==> src/rtl/core/hlpt_queue.sv <==
// two-entry queue between front and back end
module hlpt_queue #(
  parameter int WIDTH = 8
) (
  input  logic             clk,
  input  logic             rst_n,
  input  logic             push,
  input  logic [WIDTH-1:0] push_data,
  output logic             full,
  input  logic             pop,
  output logic [WIDTH-1:0] pop_data,
  output logic             empty
);

  logic [WIDTH-1:0] mem_r [2];
  logic             wr_ptr_r;
  logic             rd_ptr_r;
  logic [1:0]       count_r;

  assign full     = (count_r == 2'd2);
  assign empty    = (count_r == 2'd0);
  assign pop_data = mem_r[rd_ptr_r];

  always_ff @(posedge clk) begin
    if (!rst_n) begin
      wr_ptr_r <= 1'b0;
      rd_ptr_r <= 1'b0;
      count_r  <= 2'd0;
    end else begin
      if (push && !full) begin
        wr_ptr_r <= !wr_ptr_r;
      end
      if (pop && !empty) begin
        rd_ptr_r <= !rd_ptr_r;
      end
      case ({push && !full, pop && !empty})
        2'b10:   count_r <= count_r + 2'd1;
        2'b01:   count_r <= count_r - 2'd1;
        default: count_r <= count_r;
      endcase
    end
  end

  always_ff @(posedge clk) begin
    if (push && !full) begin
      mem_r[wr_ptr_r] <= push_data;
    end
  end

endmodule

==> config.mk <==
export PLATFORM = sky130hd
export DESIGN_NAME = hlpt_queue
export DESIGN_NICKNAME = d
export VERILOG_FILES = /design/src/rtl/core/hlpt_queue.sv
export SDC_FILE = /design/constraint.sdc
export NUM_CORES = 1
export LEC_CHECK = 0
export ABC_AREA = 1
export BUFFER_PORTS_ARGS = -buffer_cell sky130_fd_sc_hd__buf_2
export CORE_MARGIN = 2
export CORE_UTILIZATION = 50
export CTS_CLUSTER_SIZE = 10
export DETAILED_ROUTE_END_ITERATION = 8
export PLACE_DENSITY = 0.81
export SLEW_MARGIN = 10
export SYNTH_ARGS = -nofsm -noshare
export SYNTH_HDL_FRONTEND = slang
export SYNTH_SLANG_ARGS = --single-unit
==> constraint.sdc <==
create_clock -name clk -period 3.35 [get_ports clk]
set_input_delay 0.1675 -clock clk [delete_from_list [all_inputs] [get_ports clk]]
set_output_delay 0.1675 -clock clk [all_outputs]
set_load 0.05 [all_outputs]
==> summary by stage <==
Placed design
The sum of net half-perimeters after detailed placement is 1.004 mm. The placed instance count is 101. The worst setup slack before clock tree synthesis is 1.788 ns. The final weighted congestion of routability-driven global placement is 0.8113. Once placement finished, the instance area stood at 959.7 µm².

The number of input and output port buffers inserted is 21.

Die
The total number of placement rows is 14. The die area is 2023 µm². The initial standard-cell utilization of the core is 54.46%. Measured along the x axis, the die boundary spans 44.98 µm. The floorplan step set the die height to 44.98 µm.

The number of top-level pins is 22. The core region area is 1541 µm².

Timing
The number of hold-slack violations in the final timing report came to 0. The headroom to the max-slew limit is 54.65%. The worst-margin pin slew is 0.6777 ns. Setup repair after global routing left no endpoint under its margin. The final clock skew is 0.001318 ns. The count of pins over their slew limit is 0.

The accumulated negative setup slack is 0 ns. The maximum clock rate is 0.6211 GHz. Setup violations remaining at the end of the flow were counted as 0.

The worst path uses 48.06% of the clock period. The clock period could shrink to 1.610 ns. Across all setup checks in the final design, the least slack found is 1.740 ns.

Routing
For this run, design rule violations remaining after detail routing come to 0. The average routed wire per standard cell is 12.08 µm. The final route contains 524 vias. The detail route stage leaves a number of antenna-violating nets equal to 0. The count of routing violations after the opening detailed-route iteration is 13. The final wirelength is 1.268 mm. The pre-antenna-repair detailed-routing pass consisted of 4 iterations.

The average via count per standard cell is 4.990.

Min path
In this run the most critical hold path is launched from push_data[2]. The path with the worst hold slack has its endpoint at mem_r[1][2]$_DFFE_PP_. The number of cells traversed by the worst hold path is 1. The type of the tightest min-delay check is in -> reg.

Cells and area
The post-route netlist has 43.82% of its cells at a drive strength greater than 1. The post-route cell area is 985.9 µm². The area growth from synthesis to final layout is 17.44%.

Leaving out filler cells and counting taps, the final layout contains 105. At the end of the flow the core is filled with cells to 63.96%. The repair_antennas step left the layout with diodes totalling 0. After the last flow step, the layout net total stands at 103.

Setup path
In this run the critical register-to-register path is launched from count_r[0]$_SDFFE_PN0P_. Among all stages on the critical path, the largest delay is contributed by dfxtp_1. Counting both buffers and inverters, the worst setup path holds a total of 1. The worst register-to-register path has a depth of 4. The worst setup path is of the reg -> out kind.

The reg-to-reg setup timing slack is 1.76 ns. The launching element type of the critical path is a register. The worst setup path is captured at an output port.

The data required time of the critical path is 3.18 ns. The endpoint identified for the worst register-to-register timing path is mem_r[0][4]$_DFFE_PP_. The cell family with the largest share of critical-path delay is flip-flops.

The data arrival time at the worst-slack endpoint is 1.44 ns. The largest incremental delay on the critical path is 0.55 ns. Walking the worst path, the cells encountered are mux2_2 > buf_2. The highest net fanout along the worst path is 8.

Logic synthesis
The number of warnings issued by yosys is 0. The average footprint of a synthesized cell is 12.92 µm². The count of cell types in the netlist is 16. The share of the Yosys chip area taken by registers is 69.15%. The mapped netlist covers 839.6 µm². Synthesis produced a netlist with a net count of 78. Synthesis produced 65 cells. The number of register bits inferred by synthesis is 21.

Pwr
The net switching power figure is 276.7 µW. The combinational share of power is 35.9%. The cell internal power dissipation is 438.5 µW. The power density over the cells is 725.4 nW/µm². IR analysis of the VDD net gives a maximum drop of 359.5 µV. Of the total power, registers draw 48.1%.

The static leakage is 0.4222 nW. The part of the total power dissipated in the clock network is 16.0%. The switching share of power is 38.69%.

Global route
The global-route wire length before repair is 2.063 mm. Summed over all layers, the global routing overflow is 0. The initial antenna violation count was 0.

For met1 alone, demand over resource in global routing was 16.09%. The combined global-route utilization of all metal layers is 14.77%. The largest net degree at the start of global routing is 12. The global routing met3 resource utilization is 4.000%. The number of global-route vias before repair came to 521. For met2 alone, demand over resource in global routing was 26.29%. The most utilized layer in the global route result is met2.

Clocking
The buffer type at the clock tree root is clkbuf_4. The largest buffer count on any clock path is 2. Once the clock tree was built, the setup fixing pass inserted 0 buffers.

At the later pin of the worst-skew pair, clock insertion delay measures 0.29 ns. TritonCTS built the clock tree. Clock tree synthesis inserted a total of 3 buffers.

The number of clock sinks is 21. The count of instances resized after the clock tree is built is 0. Buffers inserted to repair hold after CTS numbered 0. Clock-pin slew was measured on the worst setup and hold paths at 0.10 ns. In this run the number of H-tree levels came out at 1.

Outcome
The flow ran to the end, and the final reports show no timing, DRC or antenna violations.

Job
Across the run, the number of max-cap violations was 0.
-- worst max-delay path by stage --
stage                         endpoint  slack (ns)  depth (start not counted)
3_3_place_gp     mem_r[0][4]$_DFFE_PP_        1.84                          4
3_5_place_dp     mem_r[0][4]$_DFFE_PP_        1.79                          4
5_1_grt          mem_r[0][4]$_DFFE_PP_        1.61                          4
4_1_cts                    pop_data[4]        1.72                          2
2_1_floorplan  count_r[1]$_SDFFE_PN0P_        1.73                         10
6_report                   pop_data[4]        1.74                          2
-- sequential cells by signal, indices dropped and copies added (netlist names), named ones only --
name / cells
mem_r: 16
wr_ptr_r: 1
rd_ptr_r: 1
count_r: 2
-- power groups by stage --
stage	sequential (mW)	clock, mW	combinational, mW
2_1_floorplan	0.338	0	0.219
5_1_grt	0.348	0.129	0.278
6_report	0.344	0.114	0.257
4_1_cts	0.344	0.120	0.260
3_3_place_gp	0.347	0	0.252
3_5_place_dp	0.350	0	0.259
-- synth_stat cells --
cell / count / share of area [%]
a21oi_1: 1 / 0.60
buf_2: 1 / 0.60
dfxtp_1: 5 / 12
edfxtp_1: 16 / 57
ha_1: 1 / 1.5
inv_1: 7 / 3.1
inv_2: 2 / 0.89
mux2_2: 8 / 11
nand2_1: 7 / 3.1
nand2_2: 1 / 0.75
nand3_1: 1 / 0.60
nand4_1: 1 / 0.75
nor2_1: 9 / 4.0
nor2_2: 3 / 2.2
nor2_4: 1 / 1.3
o21ai_0: 1 / 0.60
-- area by class of cell --
type                    instances  area (µm²)
fillers                       129       555.5
well taps                      16       20.02
repair buffers                 21       105.1
inverters                       9       33.78
multi-input cells              34       220.2
flip-flops and latches         21       580.6
clock buffers                   4       26.28
-- layer usage --
metal  share of wire [%]  wire, µm
met1                  40       512
met2                  53       675
met3                 5.4        68
met4                0.87        11
met5                   0         0
-- layout by cell type, fill, tap and decap left out --
cell type,Yosys,routed
a21oi_1,1,1
buf_2,1,21
clkbuf_1,0,1
clkbuf_4,0,3
dfxtp_1,5,5
edfxtp_1,16,16
ha_1,1,1
inv_1,7,7
inv_2,2,2
mux2_2,8,8
nand2_1,7,7
nand2_2,1,1
nand3_1,1,1
nand4_1,1,1
nor2_1,9,9
nor2_2,3,3
nor2_4,1,1
o21ai_0,1,1
-- logic make-up (layout without fill, tap and decap cells) --
logic type	Yosys count	count (layout)	share of synthesized area, %
buffers and inverters	10	34	4.620
muxes	8	8	10.73
DFF	21	21	69.15
adders and majority gates	1	1	1.490
AOI/OAI and AO/OA	2	2	1.191
and+or+nand+nor	23	23	12.82
-- through the flow --
stage / hold WS [ns] / power, mW
after detailed placement: 0.3591 / 0.6097
after CTS: 0.04353 / 0.7244
final: 0.05436 / 0.7152
after global routing: 0.03815 / 0.7552
after global placement: 0.3569 / 0.5999
after floorplan: 0.2664 / 0.5566
Power figures use the tool's default switching activity.
