### src/rtl/core/hlpt_pkg.sv
// types and constants of the hashed linear probe table
package hlpt_pkg;

  localparam int KEY_W  = 32;
  localparam int LEN_W  = 12;
  localparam int OFF_W  = 32;
  localparam int ST_W   = 3;
  localparam int SLOT_W = 8;

  localparam logic OP_INSERT = 1'b0;
  localparam logic OP_LOOKUP = 1'b1;

  localparam logic [ST_W-1:0] ST_INSERTED  = 3'd0;
  localparam logic [ST_W-1:0] ST_DUPLICATE = 3'd1;
  localparam logic [ST_W-1:0] ST_FULL      = 3'd2;
  localparam logic [ST_W-1:0] ST_HIT       = 3'd3;
  localparam logic [ST_W-1:0] ST_MISS      = 3'd4;

  localparam logic [KEY_W-1:0] HASH_MUL1 = 32'h7feb352d;
  localparam logic [KEY_W-1:0] HASH_MUL2 = 32'h846ca68b;

  typedef struct packed {
    logic             op;
    logic [KEY_W-1:0] key;
    logic [LEN_W-1:0] len;
    logic [OFF_W-1:0] off;
  } cmd_t;

  typedef struct packed {
    logic [ST_W-1:0]   status;
    logic [SLOT_W-1:0] slot;
    logic [LEN_W-1:0]  length;
    logic [OFF_W-1:0]  offset;
  } res_t;

endpackage

### src/rtl/core/hlpt_front.sv
// front end: takes commands, hashes the key and reduces it to a home slot
module hlpt_front import hlpt_pkg::*; #(
  parameter int TABLE_SLOTS = 256,
  localparam int IW = $clog2(TABLE_SLOTS)
) (
  input  logic          clk,
  input  logic          rst_n,
  input  logic          start,
  input  cmd_t          cmd_in,
  input  logic          clearing,
  output logic          busy,
  input  logic          q_full,
  output logic          q_push,
  output cmd_t          q_cmd,
  output logic [IW-1:0] q_home
);

  localparam logic [2:0] F_IDLE = 3'd0;
  localparam logic [2:0] F_H1   = 3'd1;
  localparam logic [2:0] F_H2   = 3'd2;
  localparam logic [2:0] F_H3   = 3'd3;
  localparam logic [2:0] F_MOD  = 3'd4;
  localparam logic [2:0] F_PUSH = 3'd5;

  logic [2:0]       state_r;
  cmd_t             cmd_r;
  logic [KEY_W-1:0] v_r;
  logic [IW-1:0]    rem_r;
  logic [IW-1:0]    rem_nxt;
  logic [1:0]       mcnt_r;
  logic [IW:0]      r;
  logic             accept;

  assign busy   = (state_r != F_IDLE) || clearing;
  assign accept = start && !busy;
  assign q_push = (state_r == F_PUSH) && !q_full;
  assign q_cmd  = cmd_r;
  assign q_home = rem_r;

  // remainder by the slot count, one byte of the hash per cycle
  always_comb begin
    r = {1'b0, rem_r};
    for (int i = 0; i < 8; i++) begin
      r = {r[IW-1:0], v_r[KEY_W-1-i]};
      if (r >= (IW+1)'(TABLE_SLOTS)) begin
        r = r - (IW+1)'(TABLE_SLOTS);
      end
    end
    rem_nxt = r[IW-1:0];
  end

  always_ff @(posedge clk) begin
    if (!rst_n) begin
      state_r <= F_IDLE;
    end else begin
      case (state_r)
        F_IDLE: begin
          if (accept) begin
            state_r <= F_H1;
          end
        end
        F_H1:   state_r <= F_H2;
        F_H2:   state_r <= F_H3;
        F_H3:   state_r <= F_MOD;
        F_MOD: begin
          if (mcnt_r == 2'd3) begin
            state_r <= F_PUSH;
          end
        end
        F_PUSH: begin
          if (!q_full) begin
            state_r <= F_IDLE;
          end
        end
        default: state_r <= F_IDLE;
      endcase
    end
  end

  always_ff @(posedge clk) begin
    case (state_r)
      F_IDLE: begin
        if (accept) begin
          cmd_r <= cmd_in;
          v_r   <= cmd_in.key;
        end
      end
      F_H1: v_r <= KEY_W'((v_r ^ (v_r >> 16)) * HASH_MUL1);
      F_H2: v_r <= KEY_W'((v_r ^ (v_r >> 15)) * HASH_MUL2);
      F_H3: begin
        v_r    <= v_r ^ (v_r >> 16);
        rem_r  <= '0;
        mcnt_r <= 2'd0;
      end
      F_MOD: begin
        rem_r  <= rem_nxt;
        v_r    <= v_r << 8;
        mcnt_r <= mcnt_r + 2'd1;
      end
      default: begin
      end
    endcase
  end

endmodule

### config.mk
export PLATFORM = sky130hd
export DESIGN_NAME = hlpt_front
export DESIGN_NICKNAME = d
export VERILOG_FILES = /design/src/rtl/core/hlpt_pkg.sv /design/src/rtl/core/hlpt_front.sv
export SDC_FILE = /design/constraint.sdc
export NUM_CORES = 1
export LEC_CHECK = 0
export ABC_AREA = 1
export BUFFER_PORTS_ARGS = -buffer_cell sky130_fd_sc_hd__buf_2
export CORE_MARGIN = 2
export CORE_UTILIZATION = 29
export DETAILED_ROUTE_END_ITERATION = 12
export HOLD_SLACK_MARGIN = 0.06
export PLACE_DENSITY = 0.52
export SLEW_MARGIN = 0
export SYNTH_ARGS = -nofsm -noshare
export SYNTH_HDL_FRONTEND = slang
export SYNTH_SLANG_ARGS = --single-unit
### constraint.sdc
create_clock -name clk -period 10.5 [get_ports clk]
set_clock_uncertainty 0.15 [all_clocks]
set_input_delay 3.15 -clock clk [delete_from_list [all_inputs] [get_ports clk]]
set_output_delay 3.15 -clock clk [all_outputs]
set_load 0.1 [all_outputs]
==> metrics.md, run 1 <==
| Metric | Value |
|---|---|
| Largest net degree at the start of global routing | 78 |
| Die ar. | 80300 sq um |
| Largest area contributor in the netlist | fa_1 |
| Antenna cell count | 0 |
| Worst path max stage delay | 730 ps |
| Layout area overhead | 12.4% |
| Most common cell after layout, fill and taps aside | inv_1 |
| Total grt overflow | 0 |
| Initial Utilization | 29.3% |
| Worst-path clk slew | 70 ps |
| PortBufs | 168 |
| Average wire per standard cell | 21.7 um |
| Top delay family on crit path | adder cells |
| DRC | 0 |
| Most frequent cells in the layout | 608 x inv_1, 367 x nand2_1, 365 x ha_1 |
| WHS | 440 ps |
| Critical path launch point type | flop |
| WS Path Type | reg2reg |
| Tmin final | 8120 ps |
| Row cnt | 102 |
| Area of the core | 77300 sq um |
| Vias in the first global route | 18200 |
| Fill count | 8193 |
| # nets final | 3433 |
| Post-CTS Setup Repair Bufs | 0 |
| Via density | 4.68 |
| Final TNS setup | 0 ps |
| Die Wd | 283 um |
| Initial antenna violation count | 1 |
| Mapped Area | 22600 sq um |
| CTS root buf | clkbuf_16 |
| Placed wire-length estimate | 69500 um |
| Synthesized Nets | 3248 |
| Pre-Repair DR Iteration Count | 5 |
| Total of max-cap violations | 0 |
| Endpoints failing hold | 0 |
| Synth Register Bits | 122 |
| Final wirelength | 80000 um |
| Top cell type's share of synthesized area | 30.7% |
| Num Clock Sinks | 122 |
| GPL Wtd Cong | 0.955 |
| Post-synth cell types | 52 |
| TritonCTS Buffers | 17 |
| Synth area leaders | fa_1 31%, ha_1 20%, edfxtp_1 16% |
| Vias post-DR | 17300 |
| Slew Limit Fails | 0 |
| YS warnings | 0 |
| Crit share post-route | 77.3% |
| GRT Util Overall | 20.3% |
| CP Buf/Inv Count | 3 |
| Critical path arrival | 8160 ps |
| Register area share after synthesis | 16.1% |
| Max Freq | 123 MHz |
| Mapped Cells | 2454 |
| WP data required | 10540 ps |
| Cts hold-fix bufs | 0 |
| EDFF count, synth | 119 |
| Crit-path slowest cell | edfxtp_1 |
| Rel. slew slack | 23.8% |
| I/O pins | 169 |
| Share of layout cells above drive strength 1 | 10.4% |
| Worst-Margin Slew | 1140 ps |
| Antenna-violating nets left | 0 |
| CTS resizes | 0 |
| Worst Hold Class | reg2reg |
| Die height | 283 um |
| Outcome | completed |
| Max Fanout on Critical Path | 12 |
| RSZ-0062 raised after global routing | no |
| CP Capture Type | flop |
| Later-pin clock latency in the skew report | 460 ps |
| CTS tree | done |
| Htree depth | 4 |
| Worst path cell trace | xnor2_1 -> inv_1 -> ha_1 -> fa_1 -> inv_1 -> fa_1 -> fa_1 -> fa_1 -> inv_1 -> fa_1 -> fa_1 -> fa_1 -> ha_1 -> nand2_1 -> nor2_1 -> nor3b_1 -> nand3_1 -> nand3_1 -> nand2_1 -> o211ai_1 -> a21oi_1 -> o21ai_0 -> nand4_1 |
| DRT iter0 DRCs | 1354 |
| Fraction of registers with async set/reset | 0% |
| Syn Area/Cell | 9.22 sq um |
| Most used cell, CP | fa_1 |
| Final setup viols | 0 |
| Post-synth top flop | edfxtp_1 |
| Global-route wire length before repair | 119000 um |
| Maximum root-to-sink buffer count | 2 |
## registers in the layout, summed over array words and instances (netlist names)
name / count
q_cmd: 77
q_home: 8
mcnt_r: 2
v_r: 32
state_r: 3
## stage by stage
| stage | worst slack, ps | instances | area [sq um] | utilization, % |
|---|---|---|---|---|
| 2_1_floorplan | 519 | 2454 | 22600 | - |
| 3_3_place_gp | 2500 | 3660 | 24800 | 32.1 |
| 3_5_place_dp | 2320 | 3660 | 24800 | 32.1 |
| 4_1_cts | 2340 | 3692 | 25400 | 32.9 |
| 5_1_grt | 1970 | 3692 | 25400 | 32.9 |
| 6_report | 2380 | 3692 | 25400 | 32.9 |
## cells by family after synthesis
| group | after synthesis | share of synthesized area [%] |
|---|---|---|
| fa+ha+maj | 712 | 50.9 |
| compound gates | 236 | 5.97 |
| xor+xnor | 101 | 3.98 |
| simple gates | 641 | 12.3 |
| flops | 122 | 16.1 |
| buf+inv | 642 | 10.9 |
## final timing paths
path,startpoint,endpoint,slack (ps),cells past startpoint
worst max-delay path,v_r[28]$_DFFE_PP_,v_r[28]$_DFFE_PP_,2380,23
worst min-delay path,mcnt_r[0]$_SDFFCE_PP0P_,mcnt_r[0]$_SDFFCE_PP0P_,440,1
worst max register to register,v_r[28]$_DFFE_PP_,v_r[28]$_DFFE_PP_,2380,23
worst min register to register,mcnt_r[0]$_SDFFCE_PP0P_,mcnt_r[0]$_SDFFCE_PP0P_,440,1
## cell usage after synthesis (7+ instances only)
library cell / number
a21o_1: 9
xor2_1: 64
buf_2: 9
clkbuf_1: 8
o21ai_0: 67
nand4_1: 27
nand2_2: 16
nor3_1: 14
o2111ai_1: 10
xnor2_1: 35
edfxtp_1: 119
nor2_1: 114
nand2_1: 367
o21ai_1: 7
ha_1: 365
o21bai_1: 13
nand3_1: 67
inv_1: 608
a21oi_1: 100
or2_2: 12
a22oi_1: 11
fa_1: 347
inv_2: 9
## layer usage
layer | wire (um) | vias to the layer above | GRT usage (%) | share of wire [%]
met5 | 13 | - | 0 | 0.016
met2 | 35300 | 719 | 31.8 | 44
met1 | 34500 | 8376 | 27.0 | 43
met3 | 7200 | 115 | 5.62 | 9.0
met4 | 2970 | 2 | 7.09 | 3.7
li1 | - | 8083 | - | -
## cell type report
cell class / count / area [sq um] / area share (%)
Tap cell: 1040 / 1300 / 5.12
Clock buffer: 17 / 425 / 1.67
Inverter: 619 / 2330 / 9.16
Multi-Input combinational cell: 1690 / 16500 / 65.1
Sequential cell: 122 / 3630 / 14.3
Clock inverter: 15 / 189 / 0.743
Timing Repair Buffer: 189 / 998 / 3.93
Power of run 1 is left out: the tool's default activity adds up to more than one toggle a clock period on the data nets, which glitch-free logic cannot reach.
==> run 2: changes to the inputs <==
- PLACE_DENSITY: 0.52 -> 0.54
- clock period: 10.5 -> 6.65 ns (I/O delays scaled with it)
==> run 2 against run 1 <==
The run now ends with negative setup slack left; sequential share of layout area decreased by 2.1 points; sequential cell count unchanged; final area increased by 17%; register-to-register slack got worse by 2600 ps; routed wire length increased by 6.0%; critical endpoint is now v_r[31]$_DFFE_PP_; non-clock buffer count increased by 422; fmax increased by 18%; cell count increased by 11%; first-iteration DRC count decreased by 1.3%; critical path depth increased by 1; count of clock-buffer cells in the layout unchanged; worst setup slack got worse by 2600 ps.
==> metrics.md, run 2 (synthesis results as in run 1) <==
| Metric | Value |
|---|---|
| Outcome | finished, violations left |
| Violated checks | negative setup slack |
| Layout area overhead | 31.7% |
| Final wirelength | 84800 um (+6.0%) |
| Largest net degree at the start of global routing | 60 (-23%) |
| Die height | 283 um (unchanged) |
| DRT iter0 DRCs | 1336 (-1.3%) |
| Vias post-DR | 18900 (+9.1%) |
| Vias in the first global route | 19700 (+8.1%) |
| Via density | 4.59 (-2.1%) |
| Htree depth | 4 (unchanged) |
| Reg2Reg Setup Slack | -260 ps (-2640 ps) |
| CTS tree | done |
| GRT Util Overall | 21.4% (+1.0 points) |
| Area of the core | 77300 sq um (unchanged) |
| Most frequent cells in the layout | 584 x inv_1, 427 x buf_4, 347 x nand2_1 |
| Initial antenna violation count | 1 (unchanged) |
| Worst Min Path Start | mcnt_r[0]$_SDFFCE_PP0P_ |
| Total grt overflow | 0 (unchanged) |
| Crit share post-route | 104% (+27 points) |
| WP data required | 6680 ps (-3860 ps) |
| GPL Wtd Cong | 0.938 (-1.8%) |
| Maximum root-to-sink buffer count | 2 (unchanged) |
| Post-place setup slack | -495 ps (-2810 ps) |
| WS Path Type | reg2reg |
| Hold path endpoint | mcnt_r[0]$_SDFFCE_PP0P_ |
| Total of max-cap violations | 0 (unchanged) |
| Largest register FFs | 77 (unchanged) |
| Most common cell after layout, fill and taps aside | inv_1 |
| Max Freq | 145 MHz (+18%) |
| Num Clock Sinks | 122 (unchanged) |
| Placed wire-length estimate | 74600 um (+7.4%) |
| Worst-path clk slew | 70 ps (about the same) |
| DRC | 0 (unchanged) |
| Final setup viols | 7 (+7) |
| PortBufs | 168 (unchanged) |
| Antenna-violating nets left | 0 (unchanged) |
| Max Fanout on Critical Path | 3 (-9) |
| Reg2reg start | v_r[22]$_DFFE_PP_ |
| R2R Path End | v_r[31]$_DFFE_PP_ |
| Share of layout cells above drive strength 1 | 28.6% (+18 points) |
| Worst-Margin Slew | 875 ps (-264 ps) |
| # nets final | 3855 (+12%) |
| Pre-Repair DR Iteration Count | 5 (unchanged) |
| CTS root buf | clkbuf_16 |
| Worst Hold Class | reg2reg |
| Critical path arrival | 6940 ps (-1220 ps) |
| WHS Path Cells | 1 (unchanged) |
| Critical path launch point type | flop |
| Final setup margin | -255 ps (-2640 ps) |
| Antenna cell count | 0 (unchanged) |
| Tmin final | 6910 ps (-1210 ps) |
| Global-route wire length before repair | 126000 um (+5.9%) |
| Die ar. | 80300 sq um (unchanged) |
| Later-pin clock latency in the skew report | 470 ps (about the same) |
| RSZ-0062 raised after global routing | yes |
| Row cnt | 102 (unchanged) |
| Slew Limit Fails | 0 (unchanged) |
| Endpoints failing hold | 0 (unchanged) |
| Die Wd | 283 um (unchanged) |
| CP Capture Type | flop |
| TritonCTS Buffers | 17 (unchanged) |
| I/O pins | 169 (unchanged) |
| Initial Utilization | 29.3% (unchanged) |
| Cts hold-fix bufs | 0 (unchanged) |
| Average wire per standard cell | 20.6 um (-4.9%) |
| Reg2Reg Depth | 24 (+4.3%) |
| Rel. slew slack | 41.6% (+18 points) |
run 2: cell types whose count changed in the layout (fill, tap and decap cells not counted), sizes merged:
cell	before	now
clkinvlp	2	0
inv	624	626
buf	189	611
run 2: repair_timing:
item / in CTS / in global routing
buffers inserted: 31 / 19
gates resized for setup: 113 / 121
setup endpoints to repair: 14 / 16
pin swaps: 60 / 68
run 2: through the flow:
stage                     area, sq um  TNS (ps)  utilization (%)  hold WS (ps)  instances
final                           29800      -653             38.6           423       4114
after global routing            29800     -3010             38.6           428       4114
after CTS                       29200      -742             37.7           423       4097
after detailed placement        27800     -3720             36.0           404       4035
after global placement          27800     -3430             36.0           408       4035
after floorplan                 22800     -37.0                -           388       2454
run 2: critical path, cell delays in order, from the launching register on:
cell	delay (ps)
edfxtp_1	490
inv_2	90
buf_4	140
nand2_1	60
nand2_2	100
buf_12	150
fa_2	630
inv_2	60
fa_2	550
ha_4	200
fa_1	530
fa_1	600
fa_1	460
fa_2	600
fa_1	470
ha_4	330
nand2_4	60
nor3_4	180
nand2_1	100
or2_4	230
nand4_1	130
buf_4	130
nand2_2	40
nand3_2	60
nand4_1	90
run 2: routing by layer:
layer  track usage [%]  vias to the layer above  share of wire, %
li1                  -                     8926                 -
met1              29.0                     9128                44
met2              34.5                      732                46
met3              5.06                       81               8.2
met4              4.91                        0               2.0
met5                 0                        -                 0
run 2: area by class of cell:
type,count,area [sq um]
Fill cell,7922,47500
Multi-Input combinational cell,1690,17600
Timing Repair Buffer,611,4270
Sequential cell,122,3630
Inverter,619,2340
Tap cell,1040,1300
Clock buffer,17,425
Clock inverter,15,201
run 2: worst max-delay path by stage:
stage / startpoint / endpoint / slack (ps) / depth (start not counted)
2_1_floorplan: v_r[21]$_DFFE_PP_ / v_r[31]$_DFFE_PP_ / -40 / 24
3_3_place_gp: v_r[13]$_DFFE_PP_ / v_r[28]$_DFFE_PP_ / -590 / 23
3_5_place_dp: v_r[14]$_DFFE_PP_ / v_r[28]$_DFFE_PP_ / -500 / 22
4_1_cts: v_r[18]$_DFFE_PP_ / v_r[31]$_DFFE_PP_ / -320 / 24
5_1_grt: v_r[21]$_DFFE_PP_ / v_r[31]$_DFFE_PP_ / -440 / 23
6_report: v_r[22]$_DFFE_PP_ / v_r[31]$_DFFE_PP_ / -260 / 24
Power of run 2 is left out for the same reason.
==> run 3: changes to the inputs <==
- ABC_AREA: 1 -> not set
- REMOVE_ABC_BUFFERS: not set -> 1
==> run 3 against run 2 <==
Final area fell by 5.2%; largest cell class unchanged; worst setup slack worse by 290 ps; the run still ends with negative setup slack left; highest routed layer unchanged; die area decreased by 3.2%; non-clock buffer count is 25 lower.
==> metrics.md, run 3 <==
| Metric | Value |
|---|---|
| Critical path arrival | 7320 ps (+380 ps) |
| Fill count | 7449 (-6.0%) |
| Worst path max stage delay | 590 ps (-40 ps) |
| Endpoints failing hold | 0 (unchanged) |
| Most frequent cells in the layout | 460 x inv_1, 404 x buf_4, 346 x ha_1 |
| Violated checks | negative setup slack |
| Initial antenna violation count | 0 (-1) |
| Worst Hold Class | reg2reg |
| Pre-Repair DR Iteration Count | 5 (unchanged) |
| Via density | 4.72 (+2.9%) |
| Post-synth cell types | 67 (+29%) |
| Global-route wire length before repair | 118000 um (-6.4%) |
| TritonCTS Buffers | 17 (unchanged) |
| Final Instance Count excl. Fillers | 3647 (-11%) |
| Total grt overflow | 0 (unchanged) |
| Mapped Cells | 2096 (-15%) |
| Cts hold-fix bufs | 0 (unchanged) |
| Layout area overhead | 29.1% |
| Rel. slew slack | 33.6% (-8.0 points) |
| Final setup viols | 13 (+6) |
| Largest area contributor in the netlist | fa_1 |
| Num Clock Sinks | 122 (unchanged) |
| Most common cell in the synthesized netlist | inv_1 |
| WHS | 423 ps (+0.449 ps) |
| Average wire per standard cell | 21.2 um (+2.8%) |
| Seq. cell area | 3630 sq um (about the same) |
| Largest net degree at the start of global routing | 75 (+25%) |
| GR Layer Usage met1 | 26.0% (-3.0 points) |
| Synth Register Bits | 122 (unchanged) |
| Mapped Area | 21900 sq um (-3.3%) |
| Outcome | finished, violations left |
| Synth area leaders | fa_1 32%, ha_1 21%, edfxtp_1 16% |
| I/O pins | 169 (unchanged) |
| Register area share after synthesis | 16.6% (+0.54 points) |
| YS warnings | 0 (unchanged) |
| Final wirelength | 77300 um (-8.9%) |
| Area of the multi-input gates | 17000 sq um (-3.9%) |
| PortBufs | 168 (unchanged) |
| Row cnt | 100 (-2.0%) |
| Worst-path clk slew | 80 ps (about the same) |
| WP data required | 6770 ps (+90 ps) |
| Total of max-cap violations | 0 (unchanged) |
| Crit-path slowest cell | fa_2 |
| Die ar. | 77700 sq um (-3.2%) |
| Final core utilization | 37.9% (-0.64 points) |
| Placed wire-length estimate | 66600 um (-11%) |
| Max Freq | 139 MHz (-4.1%) |
| Antenna-violating nets left | 0 (unchanged) |
| Top cell type's share of synthesized area | 31.7% (+1.0 points) |
| Final TNS setup | -4010 ps (-3360 ps) |
| CP Buf/Inv Count | 6 (+1) |
| Largest register FFs | 77 (unchanged) |
| RSZ-0062 raised after global routing | yes |
| Later-pin clock latency in the skew report | 470 ps (about the same) |
| Tmin final | 7200 ps (+292 ps) |
| Die height | 279 um (-1.6%) |
| Crit share post-route | 108% (+4.4 points) |
| # nets final | 3458 (-10%) |
| GR peak layer | met2 |
| Vias in the first global route | 19000 (-3.4%) |
| DRC | 0 (unchanged) |
| Maximum root-to-sink buffer count | 2 (unchanged) |
| DP Cell Count | 3584 (-11%) |
| Htree depth | 4 (unchanged) |
| Most used cell, CP | fa_1 |
| Top delay family on crit path | adder cells |
| CTS root buf | clkbuf_16 |
| Syn Area/Cell | 10.4 sq um (+13%) |
| Worst-Margin Slew | 990 ps (+115 ps) |
| GR met3 Demand/Resource | 2.58% (-2.5 points) |
| Initial Utilization | 29.4% (+0.098 points) |
| WS Path Type | reg2reg |
| GRT Util Overall | 20.4% (-0.97 points) |
| DRT iter0 DRCs | 1142 (-15%) |
| Final setup margin | -548 ps (-292 ps) |
| Share of layout cells above drive strength 1 | 27.4% (-1.1 points) |
| Most common cell after layout, fill and taps aside | inv_1 |
| Post-synth top flop | edfxtp_1 |
| GPL Wtd Cong | 1.00 (+6.7%) |
| Max Fanout on Critical Path | 5 (+2) |
| Met2 Use GR | 35.0% (+0.56 points) |
| Critical path launch point type | flop |
| Slew Limit Fails | 0 (unchanged) |
| Top cells by count, synth | 475 x inv_1, 365 x ha_1, 347 x fa_1 |
| CTS tree | done |
| CP Capture Type | flop |
| Vias post-DR | 17200 (-8.8%) |
| Fraction of registers with async set/reset | 0% (unchanged) |
| EDFF count, synth | 119 (unchanged) |
| Area of the core | 74600 sq um (-3.6%) |
| Die Wd | 279 um (-1.6%) |
[run 3: cell count changes in the layout (fill, tap and decap cells not counted), sizes merged, moves of 14 or more]
cell,delta
and2,+16
buf,-25
nand2b,+14
and3,+15
a21oi,-34
nand2,-291
nand4,-23
xnor2,+84
nor2,-30
inv,-139
o21ai,-25
a21o,+20
nand3,-48
[run 3: final cells by class]
cell class / count / area share, %
antenna: 1 / 0.00885
clock buffer: 17 / 1.50
clock inverter: 15 / 0.602
inverter: 478 / 6.43
multi-input combinational: 1459 / 60.0
sequential: 122 / 12.9
tap: 969 / 4.29
timing repair buffer: 586 / 14.3
[run 3: metal layers]
metal,up-vias,share of wire [%]
li1,7919,-
met1,8649,42
met2,499,49
met3,149,4.9
met4,0,4.3
met5,-,0
[run 3: cells by family (layout without fill, tap and decap cells)]
family | after synthesis | after routing | share of synthesized area [%]
other cells | 0 | 1 | 0
mux | 6 | 6 | 0.274
compound gates | 256 | 256 | 7.64
buf+inv | 515 | 1096 | 8.85
flops | 122 | 122 | 16.6
fa+ha+maj | 713 | 713 | 52.6
xor+xnor | 187 | 187 | 7.73
simple gates | 297 | 297 | 6.26
[run 3: worst paths after layout]
path	from	to	slack, ps	cells past startpoint
setup / recovery	v_r[22]$_DFFE_PP_	v_r[29]$_DFFE_PP_	-550	26
hold / removal	mcnt_r[0]$_SDFFCE_PP0P_	mcnt_r[0]$_SDFFCE_PP0P_	420	1
setup reg to reg	v_r[22]$_DFFE_PP_	v_r[29]$_DFFE_PP_	-550	26
hold reg to reg	mcnt_r[0]$_SDFFCE_PP0P_	mcnt_r[0]$_SDFFCE_PP0P_	420	1
[run 3: timing repair]
action,CTS,global route
pin swaps,43,35
endpoints found under the setup margin,14,18
gates resized for setup,78,51
buffers inserted,21,14
[run 3: metrics by stage]
step / area, sq um / setup WS [ps]
after floorplan: 21800 / -925
after global placement: 26800 / -792
after detailed placement: 26800 / -774
after CTS: 27900 / -503
after global routing: 28300 / -766
final: 28300 / -548
Power of run 3 is left out for the same reason.
